**src/sdspi_pkg.sv**
```systemverilog
// Package for the SD SPI transaction engine: result kinds, phases, CRC steps.
// No dependencies.
package sdspi_pkg;

    localparam int BlockBytesDefault = 512;
    localparam int QueueDepth = 2;

    typedef enum logic [1:0] {
        OP_CMD   = 2'd0,
        OP_CARD  = 2'd1,
        OP_WDATA = 2'd2,
        OP_BAD   = 2'd3
    } t_opcode;

    typedef enum logic [3:0] {
        K_TX     = 4'd0,
        K_R1     = 4'd1,
        K_WORD   = 4'd2,
        K_RBYTE  = 4'd3,
        K_RDOK   = 4'd4,
        K_CRCERR = 4'd5,
        K_BADTOK = 4'd6,
        K_REJECT = 4'd7,
        K_OOS    = 4'd8
    } t_kind;

    typedef enum logic [1:0] {
        TK_R1    = 2'd0,
        TK_WORD  = 2'd1,
        TK_READ  = 2'd2,
        TK_WRITE = 2'd3
    } t_xfer;

    typedef enum logic [6:0] {
        PH_IDLE  = 7'b0000001,
        PH_WR1   = 7'b0000010,
        PH_WORD  = 7'b0000100,
        PH_HUNT  = 7'b0001000,
        PH_RDATA = 7'b0010000,
        PH_RCRC  = 7'b0100000,
        PH_WDAT  = 7'b1000000
    } t_phase;

    localparam logic [7:0] CmdBase  = 8'h40;
    localparam logic [7:0] FillByte = 8'hff;
    localparam logic [7:0] TokByte  = 8'hfe;
    localparam logic [7:0] Crc7Poly = 8'h12;

    // One result group: up to six results, count and payload of each.
    typedef struct packed {
        logic [2:0]        count;
        logic [5:0][3:0]   kind;
        logic [5:0][7:0]   bval;
        logic [31:0]       wval;
        logic [8:0]        idx;
    } t_group;

    function automatic logic [7:0] crc7_step(input logic [7:0] crc, input logic [7:0] d);
        logic [7:0] c;
        c = crc ^ d;
        for (int i = 0; i < 8; i++) begin
            c = c[7] ? ((c << 1) ^ Crc7Poly) : (c << 1);
        end
        return c;
    endfunction

    function automatic logic [15:0] crc16_step(input logic [15:0] crc, input logic [7:0] d);
        logic [7:0] x;
        x = crc[15:8] ^ d;
        x = x ^ (x >> 4);
        return (crc << 8) ^ ({8'd0, x} << 12) ^ ({8'd0, x} << 5) ^ {8'd0, x};
    endfunction

endpackage

```
**src/sdspi_if.sv**
```systemverilog
// Valid/ready channel interfaces for the SD SPI engine.
// Depends on nothing.
interface sdspi_in_if;
    logic        valid;
    logic        ready;
    logic [1:0]  opcode;
    logic [5:0]  cmd_index;
    logic [31:0] argument;
    logic [1:0]  transfer_kind;
    logic [7:0]  data_byte;
    modport source (output valid, opcode, cmd_index, argument, transfer_kind, data_byte,
                    input ready);
    modport sink (input valid, opcode, cmd_index, argument, transfer_kind, data_byte,
                  output ready);
endinterface

interface sdspi_out_if;
    logic        valid;
    logic        ready;
    logic [3:0]  kind;
    logic [7:0]  byte_value;
    logic [31:0] word_value;
    logic [8:0]  byte_index;
    logic        last;
    modport source (output valid, kind, byte_value, word_value, byte_index, last,
                    input ready);
    modport sink (input valid, kind, byte_value, word_value, byte_index, last,
                  output ready);
endinterface

```
**src/sdspi_front.sv**
```systemverilog
// Front part: parse each word against the transaction state and build its result group.
// Depends on sdspi_pkg.
module sdspi_front #(
    parameter int BLOCK_BYTES = sdspi_pkg::BlockBytesDefault
) (
    input  logic               i_clk,
    input  logic               i_rst_n,
    input  logic               i_block_addressing,
    input  logic               i_valid,
    output logic               o_ready,
    input  logic [1:0]         i_opcode,
    input  logic [5:0]         i_cmd_index,
    input  logic [31:0]        i_argument,
    input  logic [1:0]         i_transfer_kind,
    input  logic [7:0]         i_data_byte,
    output logic               o_push,
    output sdspi_pkg::t_group  o_group,
    input  logic               i_full
);
    import sdspi_pkg::*;

    t_phase      r_phase, n_phase;
    logic [1:0]  r_pend, n_pend;
    logic [9:0]  r_cnt, n_cnt;
    logic [15:0] r_crc, n_crc;
    logic [31:0] r_word, n_word;
    t_group      g;

    assign o_ready = !i_full;
    assign o_push  = i_valid && !i_full && (g.count != 3'd0);
    assign o_group = g;

    always_comb begin
        logic [31:0] arg;
        logic [7:0]  c7;
        logic [9:0]  cnt1;
        logic [15:0] crcn;
        n_phase = r_phase;
        n_pend  = r_pend;
        n_cnt   = r_cnt;
        n_crc   = r_crc;
        n_word  = r_word;
        g       = '0;
        cnt1    = r_cnt + 10'd1;
        crcn    = crc16_step(r_crc, i_data_byte);
        arg     = i_argument;
        c7      = '0;
        if (i_transfer_kind[1] && !i_block_addressing) arg = {i_argument[22:0], 9'd0};
        if (i_opcode == OP_CMD) begin
            g.count = 3'd6;
            g.bval[0] = CmdBase | {2'b00, i_cmd_index};
            g.bval[1] = arg[31:24];
            g.bval[2] = arg[23:16];
            g.bval[3] = arg[15:8];
            g.bval[4] = arg[7:0];
            for (int i = 0; i < 5; i++) c7 = crc7_step(c7, g.bval[i]);
            g.bval[5] = c7 | 8'h01;
            n_phase = PH_WR1;
            n_pend  = i_transfer_kind;
            n_cnt   = '0;
            n_crc   = '0;
            n_word  = '0;
        end else if (i_opcode == OP_CARD && r_phase == PH_WR1) begin
            if (i_data_byte != FillByte) begin
                g.count = 3'd1;
                g.kind[0] = K_R1;
                g.bval[0] = i_data_byte;
                n_cnt = '0; n_crc = '0; n_word = '0;
                if (r_pend == TK_R1) n_phase = PH_IDLE;
                else if (r_pend == TK_WORD) n_phase = PH_WORD;
                else if (i_data_byte != 8'd0) begin
                    g.count = 3'd2;
                    g.kind[1] = K_REJECT;
                    n_phase = PH_IDLE;
                end else if (r_pend == TK_READ) n_phase = PH_HUNT;
                else begin
                    g.count = 3'd3;
                    g.bval[1] = FillByte;
                    g.bval[2] = TokByte;
                    n_phase = PH_WDAT;
                end
            end
        end else if (i_opcode == OP_CARD && r_phase == PH_WORD) begin
            n_word = {r_word[23:0], i_data_byte};
            n_cnt  = cnt1;
            if (cnt1 >= 10'd4) begin
                g.count = 3'd1; g.kind[0] = K_WORD; g.wval = n_word;
                n_phase = PH_IDLE; n_cnt = '0;
            end
        end else if (i_opcode == OP_CARD && r_phase == PH_HUNT) begin
            if (i_data_byte == TokByte) begin
                n_phase = PH_RDATA; n_cnt = '0; n_crc = '0;
            end else if (i_data_byte != FillByte) begin
                g.count = 3'd1; g.kind[0] = K_BADTOK; g.bval[0] = i_data_byte;
                n_phase = PH_IDLE;
            end
        end else if (i_opcode == OP_CARD && r_phase == PH_RDATA) begin
            g.count = 3'd1; g.kind[0] = K_RBYTE; g.bval[0] = i_data_byte;
            g.idx = r_cnt[8:0];
            n_crc = crcn; n_cnt = cnt1;
            if (cnt1 >= 10'(BLOCK_BYTES)) begin
                n_phase = PH_RCRC; n_cnt = '0;
            end
        end else if (i_opcode == OP_CARD && r_phase == PH_RCRC) begin
            n_crc = crcn; n_cnt = cnt1;
            if (cnt1 >= 10'd2) begin
                g.count = 3'd1;
                g.kind[0] = (crcn == 16'd0) ? K_RDOK : K_CRCERR;
                n_phase = PH_IDLE; n_cnt = '0;
            end
        end else if (i_opcode == OP_WDATA && r_phase == PH_WDAT) begin
            n_crc = crcn; n_cnt = cnt1;
            g.count = 3'd1; g.bval[0] = i_data_byte;
            if (cnt1 >= 10'(BLOCK_BYTES)) begin
                g.count = 3'd4;
                g.bval[1] = crcn[15:8];
                g.bval[2] = crcn[7:0];
                g.bval[3] = FillByte;
                n_phase = PH_IDLE; n_cnt = '0;
            end
        end else begin
            g.count = 3'd1; g.kind[0] = K_OOS;
        end
    end

    always_ff @(posedge i_clk) begin
        if (!i_rst_n) begin
            r_phase <= PH_IDLE;
            r_pend  <= '0;
            r_cnt   <= '0;
            r_crc   <= '0;
            r_word  <= '0;
        end else if (i_valid && !i_full) begin
            r_phase <= n_phase;
            r_pend  <= n_pend;
            r_cnt   <= n_cnt;
            r_crc   <= n_crc;
            r_word  <= n_word;
        end
    end
endmodule

```
**src/sdspi_back.sv**
```systemverilog
// Back part: group queue and serializer handing out one result word per cycle while i_ready is high.
// Depends on sdspi_pkg.
module sdspi_back (
    input  logic              i_clk,
    input  logic              i_rst_n,
    input  logic              i_push,
    input  sdspi_pkg::t_group i_group,
    output logic              o_full,
    output logic              o_valid,
    input  logic              i_ready,
    output logic [3:0]        o_kind,
    output logic [7:0]        o_byte_value,
    output logic [31:0]       o_word_value,
    output logic [8:0]        o_byte_index,
    output logic              o_last
);
    import sdspi_pkg::*;

    t_group     r_q [QueueDepth];
    logic       r_wp, r_rp;
    logic [1:0] r_fill;
    logic [2:0] r_pos;
    logic       pop, take;
    t_group     head;

    assign head    = r_q[r_rp];
    assign o_full  = (r_fill == 2'(QueueDepth));
    assign o_valid = (r_fill != 2'd0);
    assign take    = o_valid && i_ready;
    assign o_last  = (r_pos == head.count - 3'd1);
    assign pop     = take && o_last;
    assign o_kind  = head.kind[r_pos];
    assign o_byte_value = head.bval[r_pos];
    assign o_word_value = head.wval;
    assign o_byte_index = head.idx;

    always_ff @(posedge i_clk) begin
        if (i_push) r_q[r_wp] <= i_group;
    end

    always_ff @(posedge i_clk) begin
        if (!i_rst_n) begin
            r_wp <= 1'b0; r_rp <= 1'b0; r_fill <= '0; r_pos <= '0;
        end else begin
            if (i_push) r_wp <= !r_wp;
            if (pop) r_rp <= !r_rp;
            r_fill <= r_fill + 2'(i_push) - 2'(pop);
            if (pop) r_pos <= '0;
            else if (take) r_pos <= r_pos + 3'd1;
        end
    end
endmodule

```
**src/sd_spi_transaction_engine.sv**
```systemverilog
// Top level of the SD SPI transaction engine.
// Depends on sdspi_pkg, sdspi_if, sdspi_front, sdspi_back.
//
// One input word per cycle is accepted while the two-entry group queue has
// room; each word yields zero to six result words, delivered one per cycle
// while the output is ready; a command yields six transmit bytes, and card
// data bytes stream at one per cycle likewise. The front parser keeps the
// transaction state; the back serializer drains queued result groups.
module sd_spi_transaction_engine #(
    parameter int BLOCK_BYTES = sdspi_pkg::BlockBytesDefault
) (
    input  logic        i_clk,
    input  logic        i_rst_n,
    input  logic        i_cfg_we,
    input  logic        i_cfg_data,
    sdspi_in_if.sink    in_ch,
    sdspi_out_if.source out_ch
);
    import sdspi_pkg::*;

    logic   r_block_addressing;
    logic   push, full;
    t_group grp;

    // Hold the addressing mode until rewritten.
    always_ff @(posedge i_clk) begin
        if (!i_rst_n) r_block_addressing <= 1'b0;
        else if (i_cfg_we) r_block_addressing <= i_cfg_data;
    end

    sdspi_front #(.BLOCK_BYTES(BLOCK_BYTES)) u_front (
        .i_clk, .i_rst_n,
        .i_block_addressing(r_block_addressing),
        .i_valid(in_ch.valid), .o_ready(in_ch.ready),
        .i_opcode(in_ch.opcode), .i_cmd_index(in_ch.cmd_index),
        .i_argument(in_ch.argument), .i_transfer_kind(in_ch.transfer_kind),
        .i_data_byte(in_ch.data_byte),
        .o_push(push), .o_group(grp), .i_full(full)
    );

    sdspi_back u_back (
        .i_clk, .i_rst_n,
        .i_push(push), .i_group(grp), .o_full(full),
        .o_valid(out_ch.valid), .i_ready(out_ch.ready),
        .o_kind(out_ch.kind), .o_byte_value(out_ch.byte_value),
        .o_word_value(out_ch.word_value), .o_byte_index(out_ch.byte_index),
        .o_last(out_ch.last)
    );
endmodule

```
**src/flat_wrapper.sv**
```systemverilog
// flat-port wrapper written by rule: the top's interface ports become plain ports
module sd_spi_transaction_engine_flat import sdspi_pkg::*;
#(
    parameter int BLOCK_BYTES = sdspi_pkg::BlockBytesDefault
)
  (i_clk, i_rst_n, i_cfg_we, i_cfg_data, in_ch_valid, in_ch_opcode, in_ch_cmd_index, in_ch_argument, in_ch_transfer_kind, in_ch_data_byte, in_ch_ready, out_ch_valid, out_ch_kind, out_ch_byte_value, out_ch_word_value, out_ch_byte_index, out_ch_last, out_ch_ready);
  sdspi_in_if in_ch_i ();
  sdspi_out_if out_ch_i ();
  input  logic i_clk;
  input  logic i_rst_n;
  input  logic i_cfg_we;
  input  logic i_cfg_data;
  input wire logic [$bits(in_ch_i.valid)-1:0] in_ch_valid;
  input wire logic [$bits(in_ch_i.opcode)-1:0] in_ch_opcode;
  input wire logic [$bits(in_ch_i.cmd_index)-1:0] in_ch_cmd_index;
  input wire logic [$bits(in_ch_i.argument)-1:0] in_ch_argument;
  input wire logic [$bits(in_ch_i.transfer_kind)-1:0] in_ch_transfer_kind;
  input wire logic [$bits(in_ch_i.data_byte)-1:0] in_ch_data_byte;
  output wire logic [$bits(in_ch_i.ready)-1:0] in_ch_ready;
  output wire logic [$bits(out_ch_i.valid)-1:0] out_ch_valid;
  output wire logic [$bits(out_ch_i.kind)-1:0] out_ch_kind;
  output wire logic [$bits(out_ch_i.byte_value)-1:0] out_ch_byte_value;
  output wire logic [$bits(out_ch_i.word_value)-1:0] out_ch_word_value;
  output wire logic [$bits(out_ch_i.byte_index)-1:0] out_ch_byte_index;
  output wire logic [$bits(out_ch_i.last)-1:0] out_ch_last;
  input wire logic [$bits(out_ch_i.ready)-1:0] out_ch_ready;
  assign in_ch_i.valid = in_ch_valid;
  assign in_ch_i.opcode = in_ch_opcode;
  assign in_ch_i.cmd_index = in_ch_cmd_index;
  assign in_ch_i.argument = in_ch_argument;
  assign in_ch_i.transfer_kind = in_ch_transfer_kind;
  assign in_ch_i.data_byte = in_ch_data_byte;
  assign in_ch_ready = in_ch_i.ready;
  assign out_ch_valid = out_ch_i.valid;
  assign out_ch_kind = out_ch_i.kind;
  assign out_ch_byte_value = out_ch_i.byte_value;
  assign out_ch_word_value = out_ch_i.word_value;
  assign out_ch_byte_index = out_ch_i.byte_index;
  assign out_ch_last = out_ch_i.last;
  assign out_ch_i.ready = out_ch_ready;
  sd_spi_transaction_engine #(.BLOCK_BYTES(BLOCK_BYTES)) u_core (.i_clk(i_clk), .i_rst_n(i_rst_n), .i_cfg_we(i_cfg_we), .i_cfg_data(i_cfg_data), .in_ch(in_ch_i), .out_ch(out_ch_i));
endmodule
```
**config.mk**
```make
export PLATFORM = sky130hd
export DESIGN_NAME = sd_spi_transaction_engine_flat
export DESIGN_NICKNAME = d
export VERILOG_FILES = /design/src/sdspi_pkg.sv /design/src/sdspi_if.sv /design/src/sdspi_front.sv /design/src/sdspi_back.sv /design/src/sd_spi_transaction_engine.sv /design/src/flat_wrapper.sv
export SDC_FILE = /design/constraint.sdc
export NUM_CORES = 1
export LEC_CHECK = 0
export BUFFER_PORTS_ARGS = -buffer_cell sky130_fd_sc_hd__buf_2
export CORE_ASPECT_RATIO = 1.75
export CORE_MARGIN = 3
export CORE_UTILIZATION = 54
export DETAILED_ROUTE_END_ITERATION = 6
export PLACE_DENSITY = 0.76
export SETUP_SLACK_MARGIN = 0.4
export SYNTH_ARGS = -nofsm -noshare
export SYNTH_HDL_FRONTEND = slang
export SYNTH_SLANG_ARGS = --single-unit
```
**constraint.sdc**
```tcl
create_clock -name i_clk -period 4.3 [get_ports i_clk]
set_input_delay 0 -clock i_clk [delete_from_list [all_inputs] [get_ports i_clk]]
set_output_delay 0 -clock i_clk [all_outputs]
set_load 0.005 [all_outputs]
```
# ---- Yosys cells after proc, flatten, opt, wreduce, memory -nomap -nowiden
# Memory sizes are Yosys's and may differ from the RTL's. A register that Yosys moved wholly into a read port is not among the register bits.
# Index checks and enable logic that the tools add are counted.
dict set report totals {
  regBits 67
  ram_bits 200
  inputBits 56
  elab_cells 272
  mem_count 1
}
dict set report op_classes {
  n_addsub 5
  magnitude_cmp 4
  n_eq_ne 22
  muxes 150
  bitwise 49
  n_reduce_logical 31
}
# memory depth word_bits read_ports rd_clocked_by_memory_dff write_ports line_no
set mem_list {}
lappend mem_list {u_core.u_back.r_q 2 100 1 1 1 sdspi_back.sv:19} ;# t_group r_q [QueueDepth];
# operator count
set op_table {}
lappend op_table {{16-bit two-way mux} 14}
lappend op_table {{32-bit two-way mux} 7}
lappend op_table {{24-bit two-way mux} 9}
lappend op_table {{5-bit two-way mux} 38}
lappend op_table {{7-bit two-way mux} 18}
lappend op_table {{10-bit two-way mux} 12}
lappend op_table {{41-bit two-way mux} 2}
lappend op_table {{2-bit inverter} 39}
lappend op_table {{8-bit two-way mux} 8}
lappend op_table {{3-bit two-way mux} 15}
lappend op_table {{4-bit two-way mux} 10}
lappend op_table {{8-bit XOR} 5}
lappend op_table {{9-bit two-way mux} 3}
lappend op_table {{8-bit binary-select mux with 3-bit select} 1}
lappend op_table {{16-bit zero test} 1}
lappend op_table {{16-bit by 13-bit XOR with 16-bit output} 1}
lappend op_table {{16-bit XOR} 1}
lappend op_table {{16-bit by 8-bit XOR with 16-bit output} 1}
lappend op_table {{4-bit binary-select mux with 3-bit select} 1}
lappend op_table {{6-bit nonzero test} 2}
lappend op_table {{1-bit logical AND} 11}
lappend op_table {{10-bit by 1-bit adder with 10-bit output (second input constant)} 1}
lappend op_table {{10-bit >= comparator (second input constant)} 1}
lappend op_table {{10-bit by 2-bit >= comparator with 1-bit output (second input constant)} 1}
lappend op_table {{39 further kinds} 59}

# ---- Depth between registers and ports, before layout
# Gate-level depths: netlist of run 1.
dict set report logic_depth {
  depth_word 81
  ltp_mapped 17
  depth_no_buf 13
}

# ---- Cells and area by module
# From an unflattened synthesis of run 1, not the netlist that was laid out.
dict set report hier_totals {
  hier_cells 1148
  area_unflattened_um2 14710.4
}
# mod n_inst cells_each area_each_um2
set modules_own_cells {}
lappend modules_own_cells {sdspi_back 1 414 9081.2}
lappend modules_own_cells {sdspi_front 1 731 5592.9}
lappend modules_own_cells {sd_spi_transaction_engine 1 3 36.3}

# ---- Least setup slack after synthesis of run 1
# Ideal clock, no wire load.
dict set report synth_path {
  path_type {flip-flop to flip-flop}
  startpoint {register u_core.u_front.r_cnt[6]}
  endpoint {memory u_core.u_back.r_q[1][0] in the netlist's numbering, enable pin}
  arrival_ns 4.265
  t_required_ns 3.833
  path_slack_ns -0.432
  stages_incl_launch_ff 10
  path_buffers 1
  period_less_slack_ns 4.732
  cell_sequence {dfxtp_1 -> clkbuf_1 -> inv_1 -> or4_1 -> o211ai_1 -> a211o_1 -> a21boi_0 -> o2111a_1 -> nor2_1 -> and2_1}
}
dict set report synth_between {
  elab_chain_cells 14
  elab_cells_between_ends 18
}
# element line_no
set synth_lines {}
lappend synth_lines {{start: declaration} sdspi_front.sv:24} ;# logic [9:0] r_cnt, n_cnt;
lappend synth_lines {{start signal: assignment} sdspi_front.sv:136} ;# r_cnt <= n_cnt;
lappend synth_lines {{10-bit by 1-bit adder with 10-bit output (*)} sdspi_front.sv:44} ;# cnt1 = r_cnt + 10'd1;
lappend synth_lines {{10-bit >= comparator} sdspi_front.sv:114} ;# if (cnt1 >= 10'(BLOCK_BYTES)) begin
lappend synth_lines {{3-bit two-way mux} sdspi_front.sv:114}
lappend synth_lines {{3-bit two-way mux} sdspi_front.sv:111} ;# end else if (i_opcode == OP_WDATA && r_phase == PH_WDAT) begin
lappend synth_lines {{3-bit two-way mux} sdspi_front.sv:104} ;# end else if (i_opcode == OP_CARD && r_phase == PH_RCRC) begin
lappend synth_lines {{3-bit two-way mux} sdspi_front.sv:97} ;# end else if (i_opcode == OP_CARD && r_phase == PH_RDATA) begin
lappend synth_lines {{3-bit two-way mux} sdspi_front.sv:90} ;# end else if (i_opcode == OP_CARD && r_phase == PH_HUNT) begin
lappend synth_lines {{3-bit two-way mux (*)} sdspi_front.sv:83} ;# end else if (i_opcode == OP_CARD && r_phase == PH_WORD) begin
lappend synth_lines {{3-bit two-way mux (*)} sdspi_front.sv:63} ;# end else if (i_opcode == OP_CARD && r_phase == PH_WR1) begin
lappend synth_lines {{3-bit two-way mux (*)} sdspi_front.sv:49} ;# if (i_opcode == OP_CMD) begin
lappend synth_lines {{3-bit nonzero test (*)} sdspi_front.sv:30} ;# assign o_push = i_valid && !i_full && (g.count != 3'd0);
lappend synth_lines {{1-bit logical AND (*)} sdspi_front.sv:30}
lappend synth_lines {{1-bit two-way mux (*)} sdspi_back.sv:38} ;# if (i_push) r_q[r_wp] <= i_group;
lappend synth_lines {{1-bit two-way mux (implied by the code) (*)} sdspi_back.sv:38}
lappend synth_lines {{end: declaration} sdspi_back.sv:19}
# Every way passes the cells marked *; elsewhere a longest branch is shown, timed or not.

# ---- Final worst setup path of run 1
dict set report layout_path {
  startpoint {register u_core.u_front.r_cnt[0]}
  endpoint {memory u_core.u_back.r_q[0][48] in the netlist's numbering, enable pin}
}
# The elaborated chain is that of the path after synthesis.

==> results of run 1 <==
==> per-stage QoR <==
stage / instances / util (%) / area, um2
floorplan: 1001 / - / 12790
global placement: 1359 / 59.11 / 13610
detailed placement: 1359 / 59.11 / 13610
CTS: 1429 / 63.73 / 14670
global route: 1429 / 63.73 / 14670
finish: 1429 / 63.73 / 14670
==> cell families (layout without fill, tap and decap cells) <==
| kind of cell | Yosys count | in the layout | synth area share [%] |
|---|---|---|---|
| multiplexers | 122 | 122 | 11.95 |
| AO/OA/AOI/OAI | 139 | 139 | 7.848 |
| AND/OR/NAND/NOR | 274 | 274 | 11.65 |
| XOR/XNOR | 113 | 113 | 9.052 |
| adder cells (fa/ha/maj) | 6 | 6 | 0.5871 |
| buffers and inverters | 85 | 213 | 2.701 |
| flip-flops | 262 | 262 | 56.21 |
==> cell usage after synthesis (all sizes together) (2+ instances only) <==
library cell,number
mux2i,60
a21boi,20
xnor3,9
nor3,15
o21bai,2
or4,4
a22o,6
mux4,20
and3,45
a211o,2
o211ai,3
nand2b,4
nand3,12
or3,19
ha,6
or2,4
edfxtp,194
xor2,33
o2111a,2
o221ai,19
and4b,2
xnor2,69
dfxtp,68
inv,14
nand4b,2
clkbuf,54
a21oi,8
xor3,2
nand4,7
nor2b,44
and2,16
o21ai,29
o2bb2ai,2
o31ai,2
nor2,40
a31oi,2
nor4,4
mux2,42
buf,16
a22oi,32
a211oi,2
nand2,52
o31a,2
==> cell type report <==
cell class                 instances  area [um2]
timing repair buffer             157        1011
sequential                       262        7191
fill                            1808        8349
multi-input combinational        654        5259
inverter                          15       60.06
tap                              300       375.4
clock inverter                    12       173.9
clock buffer                      29       598.1
==> what timing repair did <==
item | CTS | global route
endpoints found under the hold margin | 50 | 0
resized for setup | 0 | 0
hold buffers | 29 | 0
==> power breakdown <==
part           total (mW)  internal [mW]  switching, mW
Clock                2.12           1.23          0.890
Sequential           3.02           2.96         0.0628
Combinational        1.65          0.776          0.873
Total                6.79           4.97           1.83
==> per-layer routing <==
| metal | part of all wire (%) | routed length (um) | vias to the layer above |
|---|---|---|---|
| met2 | 53 | 17960 | 361 |
| met4 | 6.9 | 2358 | 0 |
| li1 | - | - | 3945 |
| met5 | 0 | 0 | - |
| met3 | 5.5 | 1861 | 94 |
| met1 | 35 | 11860 | 4252 |
==> state kept, by name, indices dropped and copies added, names as in the netlist, named ones only <==
signal	cells
u_core.u_back.r_q	194
u_core.u_front.r_word	24
u_core.u_front.r_crc	16
u_core.u_front.r_cnt	10
u_core.u_front.r_phase	7
u_core.u_back.r_pos	3
u_core.u_back.r_fill	2
u_core.u_front.r_pend	2
u_core.r_block_addressing	1
u_core.u_back.r_rp	1
u_core.u_back.r_wp	1
==> how the worst min path moves through the flow <==
| stage | end | slack, ps | cells after the start |
|---|---|---|---|
| after floorplan | u_core.u_front.r_pend[0] | 170 | 2 |
| final | u_core.u_back.r_q[0][76] | 30 | 2 |
| after detailed placement | u_core.u_front.r_pend[0] | 260 | 3 |
| after global routing | u_core.u_back.r_q[0][76] | 0.9 | 2 |
| after global placement | u_core.u_front.r_pend[0] | 260 | 3 |
| after CTS | u_core.u_back.r_q[0][76] | 5 | 2 |
==> flow_metrics.py, run 1 <==
metrics = {
    "setup_path": {
        "reg2regPathDepth": 9,
        "crit_required_ps": 4550,
        "r2r_start": "u_core.u_front.r_cnt[0]",
        "crit_start": "u_core.u_front.r_cnt[0]",
        "critPathArrivalTime_ps": 3820,
        "reg2reg_slack_ps": 740,
        "critPathBufInv": 2,
        "rr_endpoint": "u_core.u_back.r_q[0][48]",
        "critPathLaunchType": "register",
        "path_cells": "nand4_1 -> o31ai_1 -> o211ai_1 -> a211o_1 -> a21boi_0 -> o2111a_1 -> or3_1 -> clkinvlp_4 -> buf_12",
        "criticalPathCategory": "reg2reg",
        "critPathMaxFanout": 43,
        "slowest_delay_ps": 500,
        "cp.depth": 9,
        "cpLargestDelayFamily": "compound AO/OA/AOI/OAI gates",
        "setup.worst_path.end": "u_core.u_back.r_q[0][48]",
        "cp-end-kind": "register",
        "cp_slowest_cell": "clkinvlp_4",
    },
    "sta": {
        "hold_viol_final": 0,
        "setup_slack_ps": 735.2,
        "tightest_slew_ps": 1056,
        "max-slew-margin-rel_pct": 29.36,
        "grt_setup_unrepaired": "no",
        "final.min_clock_period_ps": 3565,
        "fin_crit_sh_pct": 82.90,
        "setup-violations-final": 0,
        "fmax_mhz": 280.5,
        "final_max_slew_viol_count": 0,
        "finalClockSkew_ps": 29.39,
        "timing.hold.ws_ps": 34.61,
        "setup_tns_ps": 0,
    },
    "detailed_routing": {
        "first_iter_violations": 747,
        "drt-pass1-iter-count": 7,
        "drcViolationCount": 0,
        "wirelength_um": 34040,
        "routed-via-count": 8652,
        "postRouteAntennaNets": 0,
        "avgRoutedWirePerCell_um": 23.82,
        "vias_per_cell": 6.055,
    },
    "die": {
        "die_h_um": 209.6,
        "rows": 73,
        "core_um2": 23020,
        "die_w_um": 122.3,
        "die_area_um2": 25630,
        "io-pin-count": 112,
        "start_util_pct": 55.55,
    },
    "global_route": {
        "met3_usage_pct": 3.505,
        "antenna_found_initial": 0,
        "grt_usage_pct": 26.64,
        "met1_usage_pct": 29.60,
        "use_met2_pct": 47.64,
        "grt_pass1_vias": 8794,
        "grt-busiest-layer": "met2",
        "grt.overflow.total": 0,
        "grt_max_degree": 67,
        "grt_pass1_wl_um": 51440,
    },
    "logic_synthesis": {
        "synth.distinct_cells": 67,
        "yosysSeqAreaShare_pct": 56.21,
        "syn_inst": 1001,
        "ys.flop_type": "edfxtp_1",
        "synthTopCellsByArea": "edfxtp_1 (46%), dfxtp_1 (11%), xnor2_1 (4.7%)",
        "avgSynthCellArea_um2": 12.77,
        "synthArstFlopShare_pct": 0,
        "synthesis.nets": 1063,
        "ys_warn_count": 0,
        "synth.top_cell.area_share_pct": 45.56,
        "synth_seq_cells": 262,
        "synth_top_cell_by_area": "edfxtp_1",
        "synth_edf_count": 194,
        "netlist_area_um2": 12790,
    },
    "cts": {
        "cts_root_buf": "clkbuf_16",
        "cts_buffers": 23,
        "cts.clk_slew.worst_paths_ps": 60,
        "clock_sinks": 262,
        "insertion_delay_ps": 540,
        "cts_tree": "done",
        "cts_htree_levels": 1,
        "cts_buffer_depth": 3,
        "cts_setup_buffers": 0,
    },
    "pwr": {
        "p_leak_nw": 5.475,
        "powerDensity_nw_per_um2": 463.0,
        "vdd_drop_max_mv": 0.4482,
        "total_power_mw": 6.792,
    },
    "place": {
        "port_buffers": 111,
        "gp_congestion": 0.9505,
        "pre_cts_slack_ps": 758.9,
        "hpwl_um": 23700,
    },
    "layout": {
        "n_antenna_cell": 0,
        "syn2layout_area_growth_pct": 14.72,
        "drive_gt1_share_pct": 20.99,
        "final_cell_mix": "edfxtp_1 (194), buf_2 (111), xnor2_1 (68), dfxtp_1 (67), mux2i_1 (59)",
        "fin_nets": 1175,
        "final_common_cell": "edfxtp_1",
    },
    "worst_hold_path": {
        "min_path_type": "in2reg",
        "hold_start": "in_ch_argument[3]",
    },
    "flow_run": {
        "cap_violations": 0,
    },
    "run_status": {
        "status": "completed",
    },
}
(Power assumes the default switching activity.)
==> inputs of run 2 (changes only) <==
--- a/config.mk
+++ b/config.mk
@@ -8,9 +8,9 @@
 export BUFFER_PORTS_ARGS = -buffer_cell sky130_fd_sc_hd__buf_2
 export CORE_ASPECT_RATIO = 1.75
 export CORE_MARGIN = 3
-export CORE_UTILIZATION = 54
+export CORE_UTILIZATION = 55
 export DETAILED_ROUTE_END_ITERATION = 6
-export PLACE_DENSITY = 0.76
+export PLACE_DENSITY = 0.74
 export SETUP_SLACK_MARGIN = 0.4
 export SYNTH_ARGS = -nofsm -noshare
 export SYNTH_HDL_FRONTEND = slang
==> constraint.sdc (replaced) <==
create_clock -name i_clk -period 3.5 [get_ports i_clk]
set_input_delay 0 -clock i_clk [delete_from_list [all_inputs] [get_ports i_clk]]
set_output_delay 0 -clock i_clk [all_outputs]
set_load 0.005 [all_outputs]
==> flow_metrics.py, run 2 (synthesized netlist as in run 1, its figures left out) <==
metrics = {
    "place": {
        "hpwl_um": 23990,
        "place_area_um2": 13710,
        "gp_congestion": 0.9558,
        "port_buffers": 111,
    },
    "global_route": {
        "grt_pass1_vias": 8753,
        "met3_usage_pct": 3.026,
        "grt.overflow.total": 0,
        "grt_pass1_wl_um": 51140,
        "use_met2_pct": 48.60,
        "grt_max_degree": 73,
        "grt-busiest-layer": "met2",
        "grt_usage_pct": 26.85,
        "met1_usage_pct": 30.63,
        "antenna_found_initial": 0,
    },
    "die": {
        "io-pin-count": 112,
        "rows": 73,
        "die_area_um2": 25180,
        "start_util_pct": 55.99,
        "die_w_um": 121.3,
        "die_h_um": 207.7,
        "core_um2": 22830,
    },
    "setup_path": {
        "cp-end-kind": "register",
        "critPathBufInv": 4,
        "slowest_delay_ps": 550,
        "criticalPathCategory": "reg2reg",
        "crit_required_ps": 3730,
        "critPathMaxFanout": 13,
        "cpLargestDelayFamily": "simple AND/OR/NAND/NOR gates",
        "critPathArrivalTime_ps": 3200,
        "path_cells": "inv_1 -> or4_4 -> o211ai_1 -> a211o_1 -> a21boi_1 -> o2111a_1 -> or3_4 -> clkinvlp_4 -> buf_12 -> clkbuf_16",
        "cp_slowest_cell": "or4_4",
        "critPathLaunchType": "register",
    },
    "cts": {
        "cts_htree_levels": 1,
        "cts_root_buf": "clkbuf_16",
        "cts_tree": "done",
        "cts.clk_slew.worst_paths_ps": 70,
        "insertion_delay_ps": 540,
        "cts_buffers": 24,
        "cts_buffer_depth": 3,
        "clock_sinks": 262,
    },
    "detailed_routing": {
        "postRouteAntennaNets": 0,
        "wirelength_um": 35440,
        "avgRoutedWirePerCell_um": 24.28,
        "drcViolationCount": 0,
        "first_iter_violations": 752,
        "routed-via-count": 8864,
        "drt-pass1-iter-count": 5,
        "vias_per_cell": 6.071,
    },
    "layout": {
        "utilization_pct": 66.49,
        "syn2layout_area_growth_pct": 18.74,
        "fin_nets": 1204,
        "nFillCells": 1720,
        "n_antenna_cell": 0,
        "design_area_um2": 15180,
        "largest_register_ffs": 194,
        "final_cell_mix": "edfxtp_1 (194), buf_2 (111), xnor2_1 (66), dfxtp_1 (62), mux2i_1 (57)",
        "drive_gt1_share_pct": 24.48,
        "regMostFlops": "u_core.u_back.r_q",
        "seq_area_um2": 7204,
        "multi_input_area_um2": 5348,
        "final_common_cell": "edfxtp_1",
        "reg_top3": "u_core.u_back.r_q: 194 flops, u_core.u_front.r_word: 24 flops, u_core.u_front.r_crc: 16 flops",
    },
    "sta": {
        "setup-violations-final": 0,
        "grt_setup_unrepaired": "no",
        "tightest_slew_ps": 877.5,
        "finalClockSkew_ps": 16.74,
        "fmax_mhz": 336.8,
        "setup_tns_ps": 0,
        "final.min_clock_period_ps": 2969,
        "final_max_slew_viol_count": 0,
        "max-slew-margin-rel_pct": 40.88,
        "hold_viol_final": 0,
        "fin_crit_sh_pct": 84.84,
    },
    "worst_hold_path": {
        "min_path_type": "in2reg",
    },
    "flow_run": {
        "cap_violations": 0,
    },
    "pwr": {
        "p_leak_nw": 5.710,
        "powerDensity_nw_per_um2": 571.2,
        "vdd_drop_max_mv": 0.6498,
    },
    "run_status": {
        "status": "completed",
    },
}
## run 2: cell types whose count changed in the layout (fill, tap and decap cells not counted), sizes merged
cell / before / now
buf: 128 / 149
clkbuf: 29 / 39
clkinv: 8 / 4
nand2b: 4 / 6
dlygate4sd3: 29 / 30
inv: 14 / 15
## run 2: final timing paths
| check | start | end | slack [ps] | cells past startpoint |
|---|---|---|---|---|
| hold reg to reg | u_core.u_front.r_crc[4] | u_core.u_front.r_crc[4] | 470 | 2 |
| setup reg to reg | u_core.u_front.r_cnt[6] | u_core.u_back.r_q[0][63] | 530 | 10 |
| setup / recovery | u_core.u_front.r_cnt[6] | u_core.u_back.r_q[0][63] | 530 | 10 |
| hold / removal | in_ch_cmd_index[4] | u_core.u_back.r_q[1][45] | 30 | 2 |
## run 2: metal layers
layer | wire length (um) | share of wire [%]
met1 | 12500 | 35
met2 | 18890 | 53
met3 | 1825 | 5.1
met4 | 2232 | 6.3
met5 | 0 | 0
## run 2: report_power, final
group          switching (mW)  leakage, nW  total (mW)  internal, mW
registers              0.0751         2.45        3.70          3.63
clock network            1.13        0.422        2.83          1.70
logic                    1.10         2.84        2.14          1.03
total                    2.31         5.71        8.67          6.36
## run 2: final cells by class
| type | count | area share, % |
|---|---|---|
| inverter | 15 | 0.3956 |
| tap | 300 | 2.472 |
| sequential | 262 | 47.45 |
| timing repair buffer | 183 | 8.769 |
| clock inverter | 9 | 1.055 |
| multi-input combinational | 656 | 35.22 |
| clock buffer | 35 | 4.632 |
## run 2: stage by stage
| step | power (mW) | hold slack (ps) | setup WS, ps | cells |
|---|---|---|---|---|
| final | 8.672 | 33.08 | 530.6 | 1460 |
| after global placement | 5.713 | 255.0 | 325.0 | 1371 |
| after floorplan | 5.152 | 166.2 | -242.2 | 1001 |
| after global routing | 8.962 | 12.45 | 398.2 | 1460 |
| after detailed placement | 5.764 | 267.9 | 279.7 | 1371 |
| after CTS | 8.601 | 7.957 | 375.6 | 1446 |
## run 2: timing repair
item / in CTS / in global routing
hold buffers: 30 / 0
endpoints found under the setup margin: 38 / 207
cloned: 1 / 6
pin swaps: 0 / 3
buffers inserted: 0 / 8
endpoints found under the hold margin: 63 / 0
gates resized for setup: 3 / 20
## run 2: worst reg2reg max path: cells and delay by family, from the launching register on
family	cells	cell delay (ps)
buffers and inverters	4	610
AO/OA/AOI/OAI	4	680
AND/OR/NAND/NOR	2	900
flip-flops	1	480
